$ cat config.mk
export PLATFORM = sky130hd
export DESIGN_NAME = smau_queue
export DESIGN_NICKNAME = d
export VERILOG_FILES = /design/src/design/smau_pkg.sv /design/src/design/smau_queue.sv
export SDC_FILE = /design/constraint.sdc
export NUM_CORES = 1
export LEC_CHECK = 0
export ABC_AREA = 1
export ABC_CLOCK_PERIOD_IN_PS = 3150
export BUFFER_PORTS_ARGS = -buffer_cell sky130_fd_sc_hd__buf_2
export CAP_MARGIN = 30
export CORE_UTILIZATION = 47
export DETAILED_ROUTE_END_ITERATION = 6
export PLACE_DENSITY = 0.79
export SLEW_MARGIN = 10
export SYNTH_ARGS = -nofsm -noshare
export SYNTH_HDL_FRONTEND = slang
export SYNTH_SLANG_ARGS = --single-unit
$ cat constraint.sdc
create_clock -name clk -period 3.15 [get_ports clk]
set_input_delay 0.315 -clock clk [delete_from_list [all_inputs] [get_ports clk]]
set_output_delay 0.315 -clock clk [all_outputs]
set_load 0.03 [all_outputs]
$ cat src/design/smau_pkg.sv
// ----------------------------------------------------------------------------
// Segmented memory access unit package
// Sizes, request codes and the classified operation passed front to back.
// ----------------------------------------------------------------------------
package smau_pkg;

  // Storage sizes.
  localparam int MEM_BYTES   = 16384;
  localparam int SEGMENTS    = 8;
  localparam int MEM_AW      = $clog2(MEM_BYTES);
  localparam int SEG_AW      = $clog2(SEGMENTS);
  localparam int MAX_BYTES   = 4;
  localparam int QUEUE_DEPTH = 2;
  localparam int QPTR_W      = $clog2(QUEUE_DEPTH);

  // Request type codes on the req_type port.
  typedef enum logic [1:0] {
    REQ_READ  = 2'd0,
    REQ_WRITE = 2'd1,
    REQ_DESC  = 2'd2,
    REQ_NONE  = 2'd3
  } req_type_t;

  // What the back end has to do with a classified request.
  typedef enum logic [1:0] {
    OP_NOP   = 2'd0,
    OP_READ  = 2'd1,
    OP_WRITE = 2'd2
  } op_kind_t;

  // Classified request, as held in the queue between front and back.
  typedef struct packed {
    op_kind_t    kind;
    logic        fault;
    logic [15:0] phys;
    logic [2:0]  count;
    logic [31:0] data;
  } op_t;

  // Queue status seen by the front and the back.
  typedef struct packed {
    logic full;
    logic empty;
  } queue_status_t;

  // Back-end sequencer states.
  typedef enum logic [1:0] {
    BK_IDLE   = 2'd0,
    BK_ACCESS = 2'd1,
    BK_DRAIN  = 2'd2,
    BK_DONE   = 2'd3
  } back_state_t;

endpackage

$ cat src/design/smau_queue.sv
// ----------------------------------------------------------------------------
// Segmented memory access unit: decoupling queue
// A short first-in first-out queue of classified requests between the
// front end and the back end.
// ----------------------------------------------------------------------------
module smau_queue
  import smau_pkg::*;
(
  input  logic          clk,
  input  logic          rst,
  input  logic          push,
  input  op_t           push_op,
  input  logic          pop,
  output op_t           head_op,
  output queue_status_t status
);

  op_t               entries [QUEUE_DEPTH];
  logic [QPTR_W-1:0] wr_ptr;
  logic [QPTR_W-1:0] rd_ptr;
  logic [QPTR_W:0]   fill;
  logic              push_ok;
  logic              pop_ok;

  assign status.full  = (fill == (QPTR_W + 1)'(QUEUE_DEPTH));
  assign status.empty = (fill == '0);
  assign push_ok      = push && !status.full;
  assign pop_ok       = pop && !status.empty;
  assign head_op      = entries[rd_ptr];

  // Pointers and fill level.
  always_ff @(posedge clk) begin
    if (rst) begin
      wr_ptr <= '0;
      rd_ptr <= '0;
      fill   <= '0;
    end else begin
      if (push_ok) begin
        wr_ptr <= (wr_ptr == QPTR_W'(QUEUE_DEPTH - 1)) ? '0 : wr_ptr + 1'b1;
      end
      if (pop_ok) begin
        rd_ptr <= (rd_ptr == QPTR_W'(QUEUE_DEPTH - 1)) ? '0 : rd_ptr + 1'b1;
      end
      if (push_ok && !pop_ok) begin
        fill <= fill + 1'b1;
      end else if (pop_ok && !push_ok) begin
        fill <= fill - 1'b1;
      end
    end
  end

  // Entry storage.
  always_ff @(posedge clk) begin
    if (push_ok) begin
      entries[wr_ptr] <= push_op;
    end
  end

endmodule

==> flow_summary_export.csv <==
group,metric,value,unit
pwr,power.leakage,2.468,nW
pwr,worst_ir_drop_vdd,0.0004531,V
clock_network,bufs_on_longest_clock_path,2,
logic_synthesis,flop_and_latch_count_out_of_synthesis,113,
clock_network,cts-buffers-inserted,17,
pwr,share_clk_of_total_power,33.4,%
clock_network,post-cts-setup-buffer-count,0,
pwr,p_switching,1.553,mW
clock_network,cts-root-buf,"sky130_fd_sc_hd__clkbuf_8",
setup_path,cp_max_fo,34,
floorplanning,top_ports,114,
status,status,"completed",
clock_network,path_clk_slew,0.05,ns
floorplanning,initial_core_util,49.45,%
min_path,hp-class,"in -> reg",
logic_synthesis,avgSynthCellArea,21.45,µm²
floorplanning,horizontal_die_dimension,98.72,µm
logic_synthesis,register_area_share_after_synthesis,76.04,%
pwr,power_frac_comb,27.1,%
detailed_routing,routed_wire_length_per_instance,14.98,µm
run,drv.max_cap_violation_count,0,
setup_path,critPathLaunchType,"register",
timing,achievable-frequency,410.9,MHz
global_routing,gr-total-overflow,0,
place,port_buffers,113,
cells_and_area,layout_area_overhead,39.13,%
logic_synthesis,synth.distinct_cells,18,
setup_path,required_time_reported_for_the_critical_path_endpoint,2.83,ns
pwr,totalPowerFinal,5.138,mW
setup_path,worst_ep_arrival_time,2.12,ns
cells_and_area,register_area,3347,µm²
clock_network,clock_latency,0.50,ns
logic_synthesis,synth_warnings,0,
floorplanning,number_of_rows_created_at_floorplan,34,
floorplanning,die_area,9746,µm²
clock_network,ctsResizeCount,0,
detailed_routing,detailedRoute.firstPassIterationCount,4,
timing,fin_skew,0.006356,ns
place,routabilityCongestion,0.6715,
place,placement.cell_area,5060,µm²
timing,final.min_clock_period,2.434,ns
pwr,switching_share,30.22,%
logic_synthesis,netlist_area_before_placement,4397,µm²
clock_network,cts_tree,"built",
detailed_routing,detailroute.via_count,2389,
pwr,power.sequential.fraction,39.6,%
detailed_routing,drt.antenna.violating_nets,0,
floorplanning,chipHeight,98.72,µm
setup_path,startpoint_of_the_lowest_slack_register_to_register_path,"fill[0]",
timing,finalSetupViolations,0,
pwr,cellInternalPower,3.586,mW
cells_and_area,post_route_cells_drive_above_1_share,51.51,%
cells_and_area,antennaDiodeCount,0,
logic_synthesis,synth_top_cell_area_share,73.76,%
timing,final_max_slew_viol_count,0,
clock_network,cts-htree-levels,4,
clock_network,clkSinkCount,113,
cells_and_area,multi_input_comb_area,923.4,µm²
global_routing,grt_antenna_before_repair,0,
cells_and_area,finalCoreUtilization,68.80,%
logic_synthesis,yosys.area.top_type,"sky130_fd_sc_hd__edfxtp_1",
timing,slew_headroom,48.40,%
min_path,hold_path_startpoint,"push_op[50]",
setup_path,worstSetupPathType,"reg -> out",
floorplanning,core-area,8891,µm²
global_routing,first_global_vias,2553,
cells_and_area,finished_cell_area,6117,µm²
global_routing,largest_net_degree_at_the_start_of_global_routing,35,
clock_network,cts_hold_buf,49,
setup_path,timing.critical_path.to_type,"primary output",
cells_and_area,final.fill_count,589,
detailed_routing,routed_via_density,4.721,
pwr,powerDensity,840.0,nW/µm²
timing,finalHoldViolCount,0,
timing,timing.final.crit_share,77.26,%
logic_synthesis,synthesis.instances,205,
detailed_routing,drt_drc,0,
logic_synthesis,synth.net_count,264,
cells_and_area,nets,446,
global_routing,grt_use_total,16.95,%
global_routing,global_route_wire_length_before_repair,11990,µm
timing,rsz0062_at_grt,"no",
logic_synthesis,synth_top_cells_by_area,"sky130_fd_sc_hd__edfxtp_1 (74%), sky130_fd_sc_hd__mux2_4 (17%), sky130_fd_sc_hd__buf_12 (2.3%)",
place,hpwlAfterDp,4655,µm
detailed_routing,routed_wire_length,7578,µm
detailed_routing,drtIter0Drc,106,
timing,worst_slew_pin_slew,0.7722,ns
-- power groups by stage --
stage / sequential (mW) / clock, mW / combinational (mW)
6_report: 2.03 / 1.72 / 1.39
5_1_grt: 2.06 / 1.82 / 1.47
4_1_cts: 2.04 / 1.74 / 1.40
3_5_place_dp: 2.07 / 0 / 1.35
3_3_place_gp: 2.05 / 0 / 1.32
2_1_floorplan: 1.99 / 0 / 1.13
-- Yosys cell counts --
library cell,number
sky130_fd_sc_hd__a21oi_1,1
sky130_fd_sc_hd__and2_1,1
sky130_fd_sc_hd__buf_12,5
sky130_fd_sc_hd__buf_6,1
sky130_fd_sc_hd__dfxtp_1,5
sky130_fd_sc_hd__edfxtp_1,108
sky130_fd_sc_hd__ha_1,1
sky130_fd_sc_hd__inv_1,8
sky130_fd_sc_hd__inv_2,1
sky130_fd_sc_hd__mux2_2,4
sky130_fd_sc_hd__mux2_4,50
sky130_fd_sc_hd__nand2_1,4
sky130_fd_sc_hd__nand3_1,1
sky130_fd_sc_hd__nand4_1,1
sky130_fd_sc_hd__nor2_1,9
sky130_fd_sc_hd__o21ai_0,3
sky130_fd_sc_hd__o21ai_1,1
sky130_fd_sc_hd__o21ai_2,1
-- cell usage in the layout, fill, tap and decap left out, types with 2 or more instances in the layout --
cell                            netlist  routed
sky130_fd_sc_hd__buf_12               5       2
sky130_fd_sc_hd__nor2_1               9       7
sky130_fd_sc_hd__dlygate4sd3_1        0      52
sky130_fd_sc_hd__clkinvlp_4           0       2
sky130_fd_sc_hd__nor2_4               0       2
sky130_fd_sc_hd__inv_1                8       8
sky130_fd_sc_hd__clkinv_2             0       7
sky130_fd_sc_hd__clkbuf_16            0      16
sky130_fd_sc_hd__bufinv_16            0       2
sky130_fd_sc_hd__buf_4                0       2
sky130_fd_sc_hd__dfxtp_1              5       4
sky130_fd_sc_hd__buf_2                0     113
sky130_fd_sc_hd__o21ai_0              3       3
sky130_fd_sc_hd__mux2_4              50      50
sky130_fd_sc_hd__mux2_2               4       4
sky130_fd_sc_hd__nand2_1              4       4
sky130_fd_sc_hd__edfxtp_1           108     108
-- layer usage --
layer	track usage, %	vias to the layer above	wire length, µm
li1	-	1154	-
met1	18.67	1153	3153
met2	30.12	77	4032
met3	5.745	5	326
met4	6.889	0	65
met5	0	-	0
-- through the flow --
stage          hold WS, ns  setup WS, ns  instances  TNS, ns
6_report           0.01959        0.7162        506        0
5_1_grt           0.001390        0.6165        506        0
4_1_cts          0.0008043        0.6639        503        0
3_5_place_dp        0.5064         1.205        424        0
3_3_place_gp        0.5022         1.238        424        0
2_1_floorplan       0.4139      -0.09925        205   -10.72
-- logic make-up after synthesis --
family	count (synthesis)	synth area share (%)
mux	54	18.10
fa+ha+maj	1	0.2845
flops	113	76.04
simple gates	16	1.508
buf+inv	15	3.301
compound gates	6	0.7681
-- cell type report --
class | instances | area share (%)
timing repair buffer | 169 | 18.65
tap | 108 | 2.209
multi-input combinational | 77 | 15.10
sequential | 113 | 54.71
clock inverter | 13 | 2.005
inverter | 9 | 0.5523
clock buffer | 17 | 6.770
-- worst paths after layout --
kind	to	slack (ns)	cells after the start
worst min register to register	wr_ptr	0.54	2
worst min-delay path	entries[0][50]	0.02	1
worst max-delay path	head_op[19]	0.72	3
worst max register to register	entries[0][24]	1.33	3
-- sequential cells by signal, summed over array words and instances (netlist names), named ones only --
register and flops:
entries 108, wr_ptr 1, rd_ptr 1, fill 2
-- worst max-delay path: stages (launching register included) --
cell and delay (ns):
sky130_fd_sc_hd__dfxtp_4 0.76, sky130_fd_sc_hd__buf_4 0.35, sky130_fd_sc_hd__mux2_4 0.33, sky130_fd_sc_hd__buf_2 0.18
No activity file was read; power rests on OpenSTA's default activity.
