<file path="src/design/smau_pkg.sv">
// ----------------------------------------------------------------------------
// Segmented memory access unit package
// Sizes, request codes and the classified operation passed front to back.
// ----------------------------------------------------------------------------
package smau_pkg;

  // Storage sizes.
  localparam int MEM_BYTES   = 16384;
  localparam int SEGMENTS    = 8;
  localparam int MEM_AW      = $clog2(MEM_BYTES);
  localparam int SEG_AW      = $clog2(SEGMENTS);
  localparam int MAX_BYTES   = 4;
  localparam int QUEUE_DEPTH = 2;
  localparam int QPTR_W      = $clog2(QUEUE_DEPTH);

  // Request type codes on the req_type port.
  typedef enum logic [1:0] {
    REQ_READ  = 2'd0,
    REQ_WRITE = 2'd1,
    REQ_DESC  = 2'd2,
    REQ_NONE  = 2'd3
  } req_type_t;

  // What the back end has to do with a classified request.
  typedef enum logic [1:0] {
    OP_NOP   = 2'd0,
    OP_READ  = 2'd1,
    OP_WRITE = 2'd2
  } op_kind_t;

  // Classified request, as held in the queue between front and back.
  typedef struct packed {
    op_kind_t    kind;
    logic        fault;
    logic [15:0] phys;
    logic [2:0]  count;
    logic [31:0] data;
  } op_t;

  // Queue status seen by the front and the back.
  typedef struct packed {
    logic full;
    logic empty;
  } queue_status_t;

  // Back-end sequencer states.
  typedef enum logic [1:0] {
    BK_IDLE   = 2'd0,
    BK_ACCESS = 2'd1,
    BK_DRAIN  = 2'd2,
    BK_DONE   = 2'd3
  } back_state_t;

endpackage

</file>
<file path="src/design/smau_front.sv">
// ----------------------------------------------------------------------------
// Segmented memory access unit: front end
// Accepts requests, keeps the descriptor table, forms the physical address
// and classifies each request, including the bounds check, for the back end.
// ----------------------------------------------------------------------------
module smau_front
  import smau_pkg::*;
(
  input  logic               clk,
  input  logic               rst,
  input  logic               push,
  output logic               full,
  input  logic [1:0]         req_type,
  input  logic [2:0]         seg_index,
  input  logic signed [15:0] ptr_offset,
  input  logic signed [15:0] extra_offset,
  input  logic [2:0]         byte_count,
  input  logic [31:0]        write_data,
  input  logic [15:0]        desc_base,
  input  logic [15:0]        desc_size,
  input  queue_status_t      q_status,
  output logic               q_push,
  output op_t                q_op
);

  logic [31:0] seg_table [SEGMENTS];

  logic        accept;
  logic        seg_ok;
  logic [31:0] desc;
  logic [15:0] phys_calc;
  logic [2:0]  count_sat;
  op_kind_t    kind_calc;

  logic        hold_valid;
  op_kind_t    hold_kind;
  logic [15:0] hold_phys;
  logic [15:0] hold_base;
  logic [16:0] hold_end;
  logic [2:0]  hold_count;
  logic [31:0] hold_data;
  logic        hold_fault;

  // The holding register frees up whenever its request moves into the queue.
  assign full   = hold_valid && q_status.full;
  assign accept = push && !full;
  assign q_push = hold_valid && !q_status.full;

  // Descriptor lookup; a slot beyond the table reads as base 0, size 0.
  assign seg_ok = 32'(seg_index) < SEGMENTS;
  assign desc   = seg_ok ? seg_table[seg_index[SEG_AW-1:0]] : 32'd0;

  // Physical address of the first byte, wrapping modulo 2^16.
  assign phys_calc = desc[31:16] + $unsigned(ptr_offset) + $unsigned(extra_offset);
  assign count_sat = (byte_count > 3'(MAX_BYTES)) ? 3'(MAX_BYTES) : byte_count;

  // Map the request type onto the work the back end does.
  always_comb begin
    case (req_type)
      REQ_READ:  kind_calc = OP_READ;
      REQ_WRITE: kind_calc = OP_WRITE;
      default:   kind_calc = OP_NOP;
    endcase
  end

  // Descriptor table: written by descriptor requests as they are accepted.
  always_ff @(posedge clk) begin
    if (rst) begin
      for (int i = 0; i < SEGMENTS; i++) begin
        seg_table[i] <= 32'd0;
      end
    end else if (accept && req_type == REQ_DESC && seg_ok) begin
      seg_table[seg_index[SEG_AW-1:0]] <= {desc_base, desc_size};
    end
  end

  // Holding register valid flag.
  always_ff @(posedge clk) begin
    if (rst) begin
      hold_valid <= 1'b0;
    end else if (accept) begin
      hold_valid <= 1'b1;
    end else if (q_push) begin
      hold_valid <= 1'b0;
    end
  end

  // Holding register payload, captured with the descriptor it uses.
  always_ff @(posedge clk) begin
    if (accept) begin
      hold_kind  <= kind_calc;
      hold_phys  <= (kind_calc == OP_NOP) ? 16'd0 : phys_calc;
      hold_base  <= desc[31:16];
      hold_end   <= {1'b0, desc[31:16]} + {1'b0, desc[15:0]};
      hold_count <= count_sat;
      hold_data  <= write_data;
    end
  end

  // Bounds check of every touched byte against the segment and the memory.
  always_comb begin
    logic [15:0] addr;
    logic        bad;
    hold_fault = 1'b0;
    for (int i = 0; i < MAX_BYTES; i++) begin
      addr = hold_phys + 16'(i);
      bad  = (addr < hold_base) || ({1'b0, addr} >= hold_end) ||
             ({1'b0, addr} >= 17'(MEM_BYTES));
      if ((3'(i) < hold_count) && bad) begin
        hold_fault = 1'b1;
      end
    end
    if (hold_kind == OP_NOP) begin
      hold_fault = 1'b0;
    end
  end

  // Classified request toward the queue.
  assign q_op = '{kind:  hold_kind,
                  fault: hold_fault,
                  phys:  hold_phys,
                  count: hold_count,
                  data:  hold_data};

endmodule

</file>
<file path="config.mk">
export PLATFORM = sky130hd
export DESIGN_NAME = smau_front
export DESIGN_NICKNAME = d
export VERILOG_FILES = /design/src/design/smau_pkg.sv /design/src/design/smau_front.sv
export SDC_FILE = /design/constraint.sdc
export NUM_CORES = 1
export LEC_CHECK = 0
export ABC_AREA = 1
export BUFFER_PORTS_ARGS = -buffer_cell sky130_fd_sc_hd__clkbuf_2
export CORE_MARGIN = 10
export CORE_UTILIZATION = 60
export CTS_BUF_LIST = sky130_fd_sc_hd__clkbuf_16
export CTS_CLUSTER_DIAMETER = 150
export DETAILED_ROUTE_END_ITERATION = 12
export HOLD_SLACK_MARGIN = 0.1
export PLACE_DENSITY = 0.8
export SLEW_MARGIN = 20
export SYNTH_ARGS = -nofsm -noshare
export SYNTH_HDL_FRONTEND = slang
export SYNTH_SLANG_ARGS = --single-unit
export TNS_END_PERCENT = 1
</file>
<file path="constraint.sdc">
create_clock -name clk -period 9 [get_ports clk]
set_clock_uncertainty 0.1 [all_clocks]
set_input_delay 0.9 -clock clk [delete_from_list [all_inputs] [get_ports clk]]
set_output_delay 0.9 -clock clk [all_outputs]
set_load 0.03 [all_outputs]
</file>
==> results.txt, run 1 <==
- The run finished with clean final reports.
- In this run the count of I/O pins placed on the die edge is 165.
- Routed signal wires occupy layers up through met4.
* Average detailed-routed wire length per instance: 21.6 microns
* Number of maximum-capacitance constraint violations: 0
- Final layout net count: 2,317
* Number of global-route vias before repair: 14,961
- For the worst-skew pair, the clock arrives at the later sink with an insertion delay of 520 ps.
- Largest net degree at the start of global routing: 87
- The detail route stage leaves a number of antenna-violating nets equal to 0.
* Worst path depth: 21
- Total of hold buffers inserted after clock tree synthesis: 0
* Register cell area after layout: 10,300 sq um
- Gate count of the mapped netlist: 1,876
- The die is 198 microns tall.
- After clock tree synthesis, the repair step resized 0 gates.
* Biggest cell delay along the critical path: 740 ps
- Clock tree synthesis inserted a total of 35 buffers.
- Core region area: 30,800 sq um
* Signed area change from the synthesized netlist to the final layout: 12.0%
- Summed over all failing endpoints, the final setup total negative slack is 0 ps.
- Highest clock frequency the design can meet: 0.187 GHz
* Crit path max fanout: 15
- STA classifies the critical path endpoint as an output port.
- Final cycle utilization of the critical path: 59.5%
- Starting density of the core: 61.4%
* Clock transition time at the flip-flop clock pins of the worst setup and hold paths: 60 ps
- At the pin with the least slew margin, the transition time is 1070 ps.
- HP Class: reg -> reg
- Portion of the post-synthesis area used by sequential elements: 54.4%
* Worst EP arrival: 4360 ps
- The clock period could shrink to 5360 ps.
- For this run, the leading register cell type out of synthesis is sky130_fd_sc_hd__edfxtp_1.
* Met2 WL post-DR: 28.0 mm
- 0 antenna diodes ended up in the layout.
- Port buffering added 163 buffers.
- In the final layout, the share of cells above drive strength 1 is 12.5%.
* Final Hold Violating Endpoints: 0
- Together, buffers and inverters on the worst path number 4.
- The first routing iteration left 1,310 violations.
- Total power density per cell area: 197 nW/um^2
- Depth of the most critical reg-to-reg path: 13
- Final wirelength: 53.1 mm
* CTS H-tree lvls: 2
* Vias after detailed routing: 14,629
- Via/cell ratio: 5.96
- Counting flops with a built-in enable in the synthesized netlist gives 342.
- STA classifies the critical path startpoint as a flop.
- Synthesis produced a netlist with a net count of 2,158.
* Worst slack at placement: 3830 ps
- The multi-input combinational cells in the finished layout cover a total of 7580 sq um.
* Post-CTS setup buffer count: 0
- Remaining design rule violation count: 0
* Num Clock Sinks: 343
- The number of pins exceeding their max-slew limit in the final report came to 0.
- Combined area of all synthesized cells: 18,900 sq um
- Setup repair after global routing left no endpoint under its margin.
- Averaged over all synthesized cells, the footprint is 10.1 sq um.
* Post-route total power: 0.00419 W
- Routability-driven placement congestion ratio: 0.966
- Total global routing track utilization: 26.9%
- The cell that appears most often on the critical path is sky130_fd_sc_hd__nor2_1.
* Antenna violations before repair: 0
- The setup path with the least slack is of type reg -> out.
- Instance area at placement: 20,100 sq um
- Overall overflow remaining after global route: 0
- Met1 Wirelength: 18.7 mm
* Worst-case setup margin in the final layout: 3640 ps
* Synth async-reset ratio: 0%
- CTS tree: yes
* Finish-stage setup viols: 0
- Cell type with the largest total area after synthesis: sky130_fd_sc_hd__edfxtp_1
- The clock passes through at most 3 buffers.
- The worst hold path passes through 2 cells.
- Fraction of the core area covered by cells at the end of the flow: 68.8%
- The root buffer cell chosen for the clock tree is sky130_fd_sc_hd__clkbuf_16.
* First-pass GRT wire length: 81.1 mm
- Area of all placed cells without fillers: 21,200 sq um
- Summed over all cells, the static leakage comes to 9.67 nW.
- Max_slew headroom: 28.5%
- Total of fill cells in the finished design: 2,278
- Post-synthesis cell type count: 43
* Number of synthesized register bits: 343
- Die Outline Area: 39,000 sq um
- The signal on the critical path passes through inv_1 > ha_1 > nor2_2 > nand2_1 > nor2_1 > nand3_1 > xnor2_1 > ha_1 > nand2_1 > inv_1 > o21ai_0 > a21oi_1 > nor2_1 > nand3_1 > nor2_1 > nand3_1 > nand2_1 > inv_1 > nor2_1 > nor2_1 > clkbuf_2.
* Detailed route wirelength on metal3: 4.01 mm
- Kind of cell adding the most delay to the critical path: simple AND/OR/NAND/NOR gates
- Detailed placement finished with a half-perimeter wire length of 36.5 mm.
- Most used cells in the layout excluding fill and tap cells: sky130_fd_sc_hd__nor2_1, sky130_fd_sc_hd__edfxtp_1, sky130_fd_sc_hd__nand2_1
* WP data required: 8000 ps
- The pre-antenna-repair detailed-routing pass consisted of 5 iterations.
- Cell types with the largest area share after synthesis: sky130_fd_sc_hd__edfxtp_1, sky130_fd_sc_hd__ha_1, sky130_fd_sc_hd__nor2_1
- Fraction of post-synthesis cell area in the top cell type by area: 54.3%
- The Yosys step of the flow raised 0 warnings.
- Most frequent standard cell in the layout excluding fill and tap cells: sky130_fd_sc_hd__nor2_1
* Row count: 64
- For this design, the slowest cell found on the critical path is sky130_fd_sc_hd__edfxtp_1.
- Peak supply drop: 211 uV
- The die is 198 microns wide.
[worst paths after layout]
path	start	end	slack, ps
worst max-delay path	hold_phys[0]$_SDFFCE_PN0P_	q_op[51]	3640
worst min register to register	hold_valid$_SDFFE_PP0P_	hold_valid$_SDFFE_PP0P_	390
worst max register to register	seg_table[3][19]$_SDFFCE_PN0P_	hold_phys[12]$_SDFFCE_PN0P_	5140
worst min-delay path	hold_valid$_SDFFE_PP0P_	hold_valid$_SDFFE_PP0P_	390
[state kept, by name (all words and copies together) (netlist names)]
name / flops
hold_end: 17
seg_table: 256
hold_data: 32
hold_phys: 16
hold_valid: 1
hold_base: 16
hold_kind: 2
hold_count: 3
[cell type report]
type | count | area share, %
multi-input cells | 1268 | 35.8
clock buffers | 36 | 4.25
well taps | 396 | 2.34
repair buffers | 181 | 4.49
clock inverters | 25 | 0.962
inverters | 206 | 3.65
flip-flops and latches | 343 | 48.5
[cell families after synthesis]
logic type,after synthesis,share of synthesized area (%)
buf+inv,265,5.67
simple gates,797,17.1
fa+ha+maj,173,12.1
xor+xnor,47,2.18
mux,1,0.0529
compound gates,250,8.49
flops,343,54.4
[where the power goes]
group	switching (W)	leakage [nW]	internal, W
combinational	0.000587	5.50	0.000296
clock	0.000594	0.571	0.000814
sequential	0.0000537	3.61	0.00184
[metrics by stage]
step,hold slack [ps],std cells
final,391,2455
after global routing,423,2455
after CTS,392,2455
after detailed placement,383,2394
after global placement,362,2394
after floorplan,348,1876
[layer usage]
layer | GRT usage, % | up-vias
met5 | 0 | -
met4 | 12.2 | 0
met3 | 3.41 | 158
met2 | 50.1 | 728
met1 | 30.1 | 6976
li1 | - | 6767
[tightest hold or removal path, stage by stage, from the launching register on]
cell	delay, ps
sky130_fd_sc_hd__dfxtp_1	310
sky130_fd_sc_hd__nand2_1	70
sky130_fd_sc_hd__a21oi_1	60
[synth_stat cells, types with 4 or more instances]
master,number
sky130_fd_sc_hd__clkbuf_1,7
sky130_fd_sc_hd__ha_1,156
sky130_fd_sc_hd__buf_4,6
sky130_fd_sc_hd__buf_1,7
sky130_fd_sc_hd__a21o_1,8
sky130_fd_sc_hd__nand2_2,6
sky130_fd_sc_hd__a221oi_1,26
sky130_fd_sc_hd__edfxtp_1,342
sky130_fd_sc_hd__o21a_1,6
sky130_fd_sc_hd__buf_2,38
sky130_fd_sc_hd__nor2_1,354
sky130_fd_sc_hd__o21ai_0,38
sky130_fd_sc_hd__nor2_2,8
sky130_fd_sc_hd__nor3_1,9
sky130_fd_sc_hd__fa_1,17
sky130_fd_sc_hd__a22o_1,28
sky130_fd_sc_hd__inv_2,4
sky130_fd_sc_hd__a22oi_1,36
sky130_fd_sc_hd__a21oi_1,93
sky130_fd_sc_hd__nand3_1,46
sky130_fd_sc_hd__nor4_1,4
sky130_fd_sc_hd__xnor2_1,10
sky130_fd_sc_hd__xor2_1,37
sky130_fd_sc_hd__inv_1,202
sky130_fd_sc_hd__o21ai_1,4
sky130_fd_sc_hd__nand2_1,323
sky130_fd_sc_hd__nand4_1,41
Note: power is estimated with default switching activity, not from simulation.
==> run 2: changes to the inputs <==
--- a/config.mk
+++ b/config.mk
@@ -8,12 +8,12 @@
 export ABC_AREA = 1
 export BUFFER_PORTS_ARGS = -buffer_cell sky130_fd_sc_hd__clkbuf_2
 export CORE_MARGIN = 10
-export CORE_UTILIZATION = 60
+export CORE_UTILIZATION = 55
 export CTS_BUF_LIST = sky130_fd_sc_hd__clkbuf_16
 export CTS_CLUSTER_DIAMETER = 150
 export DETAILED_ROUTE_END_ITERATION = 12
 export HOLD_SLACK_MARGIN = 0.1
-export PLACE_DENSITY = 0.8
+export PLACE_DENSITY = 0.77
 export SLEW_MARGIN = 20
 export SYNTH_ARGS = -nofsm -noshare
 export SYNTH_HDL_FRONTEND = slang
==> constraint.sdc (replaced) <==
create_clock -name clk -period 4.55 [get_ports clk]
set_clock_uncertainty 0.1 [all_clocks]
set_input_delay 0.455 -clock clk [delete_from_list [all_inputs] [get_ports clk]]
set_output_delay 0.455 -clock clk [all_outputs]
set_load 0.03 [all_outputs]
==> run 2 against run 1 <==
  * Combinational power grew 110%
  * Die area is 8.2% higher
  * Count of clock-buffer cells in the layout decreased by 2
  * Core utilization decreased by 3.5 points
  * Largest cell class unchanged
==> results.txt, run 2 (synthesized netlist as in run 1, its figures left out) <==
- Run status: completed
- Measured along the y axis, the die boundary spans 205 microns.
- The tightest min-delay check is of the in -> reg type.
- The endpoint identified for the worst register-to-register timing path is hold_phys[14]$_SDFFCE_PN0P_.
- Buffers inserted during clock tree synthesis total 34.
* Core region area: 33,700 sq um
- Largest net degree at the start of global routing: 86
- For the worst flop-to-flop path, the logic depth is 14.
- For the worst-skew pair, the clock arrives at the later sink with an insertion delay of 520 ps.
- Number of primary I/O pins: 165
* Port bufs: 163
* Finish-stage setup viols: 0
- At the worst endpoint, the required time is 3990 ps.
- The worst register-to-register path begins at seg_table[1][21]$_SDFFCE_PN0P_.
- The smallest clock period supported by the final layout is computed as 4310 ps.
* Row count: 67
- Of all nets on the critical path, the largest fanout is 5.
- Standby leakage power: 10.0 nW
- Fraction of the core area covered by cells at the end of the flow: 65.3%
- Peak supply drop: 357 uV
- Number of maximum-capacitance constraint violations: 0
* Remaining number of nets flagged by the antenna check after routing: 0
- The number of pins exceeding their max-slew limit in the final report was 0.
- Worst-case setup margin in the final layout: 237 ps
- In the routed layout, each cell is associated on average with a via count of 5.75.
* Signed area change from the synthesized netlist to the final layout: 16.3%
- Final layout net count: 2,391
* Starting density of the core: 56.1%
* Worst slack at placement: 265 ps
* Most used cells in the layout excluding fill and tap cells: sky130_fd_sc_hd__nor2_1, sky130_fd_sc_hd__edfxtp_1, sky130_fd_sc_hd__nand2_1
* Flip-flop count of the largest register after layout: 256
- Measured along the x axis, the die boundary spans 205 microns.
- Final wirelength: 54.1 mm
- Fraction of layout instances using a drive strength above 1: 14.1%
- The worst setup path is launched from a flop.
- Critical Setup Path Class: reg -> out
- Clock tree synthesis selected as its root buffer the cell sky130_fd_sc_hd__clkbuf_16.
- After clock tree synthesis, the clock-pin slew on the worst setup and hold paths is 60 ps.
- Register name with the most flops: seg_table
* First-pass iteration count of the detailed router: 5
* Clock Path Buffers: 3
- Average detailed-routed wire length per instance: 20.9 microns
- Number of global-route vias before repair: 14,964
- Worst EP arrival: 3760 ps
- DRC violation total after the first TritonRoute iteration: 1,180
- Min-Delay Endpoint: hold_valid$_SDFFE_PP0P_
- Critical hold path startpoint: q_status[1]
* Least-Margin Pin Slew: 1080 ps
* Minimum setup slack among reg-to-reg paths: 840 ps
- The first global-routing pass estimated 82.1 mm of wire.
- CTS H-tree lvls: 2
- CTS tree: yes
- Remaining design rule violation count: 0
- The number of endpoints with negative hold slack in the final report was 0.
- The number of antenna violations at the first check in global routing was 1.
- Counting instances, the worst hold path has a depth of 3.
* Total power density per cell area: 383 nW/um^2
* Crit end category: output port
- The routed layout has 14,833 vias.
- The filler cells instantiated in the layout total 2,648.
- For this design, the sink count on the clock tree is 343.
- The library cell used most frequently in the layout, excluding fill and tap cells, is sky130_fd_sc_hd__nor2_1.
- Total global routing track utilization: 25.2%
- In the final layout, the registers with the most flip-flops are seg_table x256, hold_data x32, hold_end x17.
- Routability-driven placement finished with a final weighted congestion of 0.964.
- For this run the aggregate overflow at the end of global routing stands at 0.
* Highest clock frequency the design can meet: 0.232 GHz
- The worst pin sits at a relative slew slack of 28.3%.
- Die Outline Area: 42,200 sq um
* Half-perimeter wire length after detailed placement: 37.5 mm
- Final cycle utilization of the critical path: 94.8%
run 2: changes by cell type in the layout (fill, tap and decap cells not counted), sizes merged:
| cell | before | now |
|---|---|---|
| diode | 0 | 1 |
| dlygate4sd3 | 0 | 34 |
| clkbuf | 199 | 197 |
| clkinv | 13 | 10 |
| buf | 18 | 59 |
| bufinv | 3 | 6 |
run 2: routing by layer:
layer  global-route usage [%]  vias to the layer above  wire [microns]
met3                     2.99                      156            3670
met5                        0                        -               0
met2                     46.2                      703           28500
met4                     11.2                        0            2270
li1                         -                     6911               -
met1                     28.9                     7063           19600
run 2: layout make-up:
cell class              count  area [sq um]  share of cell area, %
diodes                      1          2.50                 0.0114
flip-flops and latches    343         10300                   46.8
clock buffers              34           851                   3.87
clock inverters            25           285                   1.30
inverters                 206           773                   3.51
repair buffers            256          1640                   7.44
multi-input cells        1268          7600                   34.6
well taps                 448           561                   2.55
run 2: critical path, stage by stage (launching register included):
cell and delay [ps]:
sky130_fd_sc_hd__edfxtp_1 410, sky130_fd_sc_hd__ha_2 240, sky130_fd_sc_hd__inv_1 70, sky130_fd_sc_hd__nor2_2 200, sky130_fd_sc_hd__nand2_2 150, sky130_fd_sc_hd__nor2_2 180, sky130_fd_sc_hd__xor2_2 250, sky130_fd_sc_hd__mux2i_1 110
sky130_fd_sc_hd__inv_1 120, sky130_fd_sc_hd__ha_1 240, sky130_fd_sc_hd__nand2_1 90, sky130_fd_sc_hd__inv_1 40, sky130_fd_sc_hd__nand2_1 50, sky130_fd_sc_hd__nand2_1 50, sky130_fd_sc_hd__a21oi_1 170, sky130_fd_sc_hd__nand3_1 100
sky130_fd_sc_hd__nor2_1 180, sky130_fd_sc_hd__nand3_1 120, sky130_fd_sc_hd__nand2_1 80, sky130_fd_sc_hd__nand3_1 70, sky130_fd_sc_hd__nor2_1 90, sky130_fd_sc_hd__nor2_1 40, sky130_fd_sc_hd__clkbuf_2 180
run 2: stage by stage:
stage / power, W / area, sq um / cells / TNS, ps / hold slack (ps)
after floorplan: 0.00498 / 18900 / 1876 / 0 / 348
after global placement: 0.00549 / 20400 / 2475 / 0 / 362
after detailed placement: 0.00555 / 20400 / 2475 / 0 / 390
after CTS: 0.00841 / 21900 / 2568 / 0 / 109
after global routing: 0.00883 / 22000 / 2581 / -14.1 / 128
final: 0.00843 / 22000 / 2581 / 0 / 126
run 2: power breakdown:
group	leakage [nW]	internal, W	switching (W)
clock network	0.585	0.00171	0.00116
registers	3.61	0.00364	0.0000910
logic	5.85	0.000637	0.00119
run 2: how the worst max path moves through the flow:
stage / from / endpoint / slack [ps] / cells past startpoint
after floorplan: q_status[1] / seg_table[0][0]$_SDFFCE_PN0P_ / 510 / 8
after global placement: seg_index[1] / hold_phys[15]$_SDFFCE_PN0P_ / 380 / 17
after detailed placement: seg_index[0] / hold_phys[14]$_SDFFCE_PN0P_ / 260 / 17
after CTS: hold_phys[1]$_SDFFCE_PN0P_ / q_op[51] / 30 / 22
after global routing: hold_phys[1]$_SDFFCE_PN0P_ / q_op[51] / -10 / 21
final: hold_phys[1]$_SDFFCE_PN0P_ / q_op[51] / 240 / 22
run 2: what timing repair did:
item                                    4_1_cts  5_1_grt
hold buffers                                 34        0
resized for setup                             1        7
endpoints found under the setup margin        1        1
pin swaps                                     0        0
buffers inserted                              0       12
hold endpoints to repair                     34        0
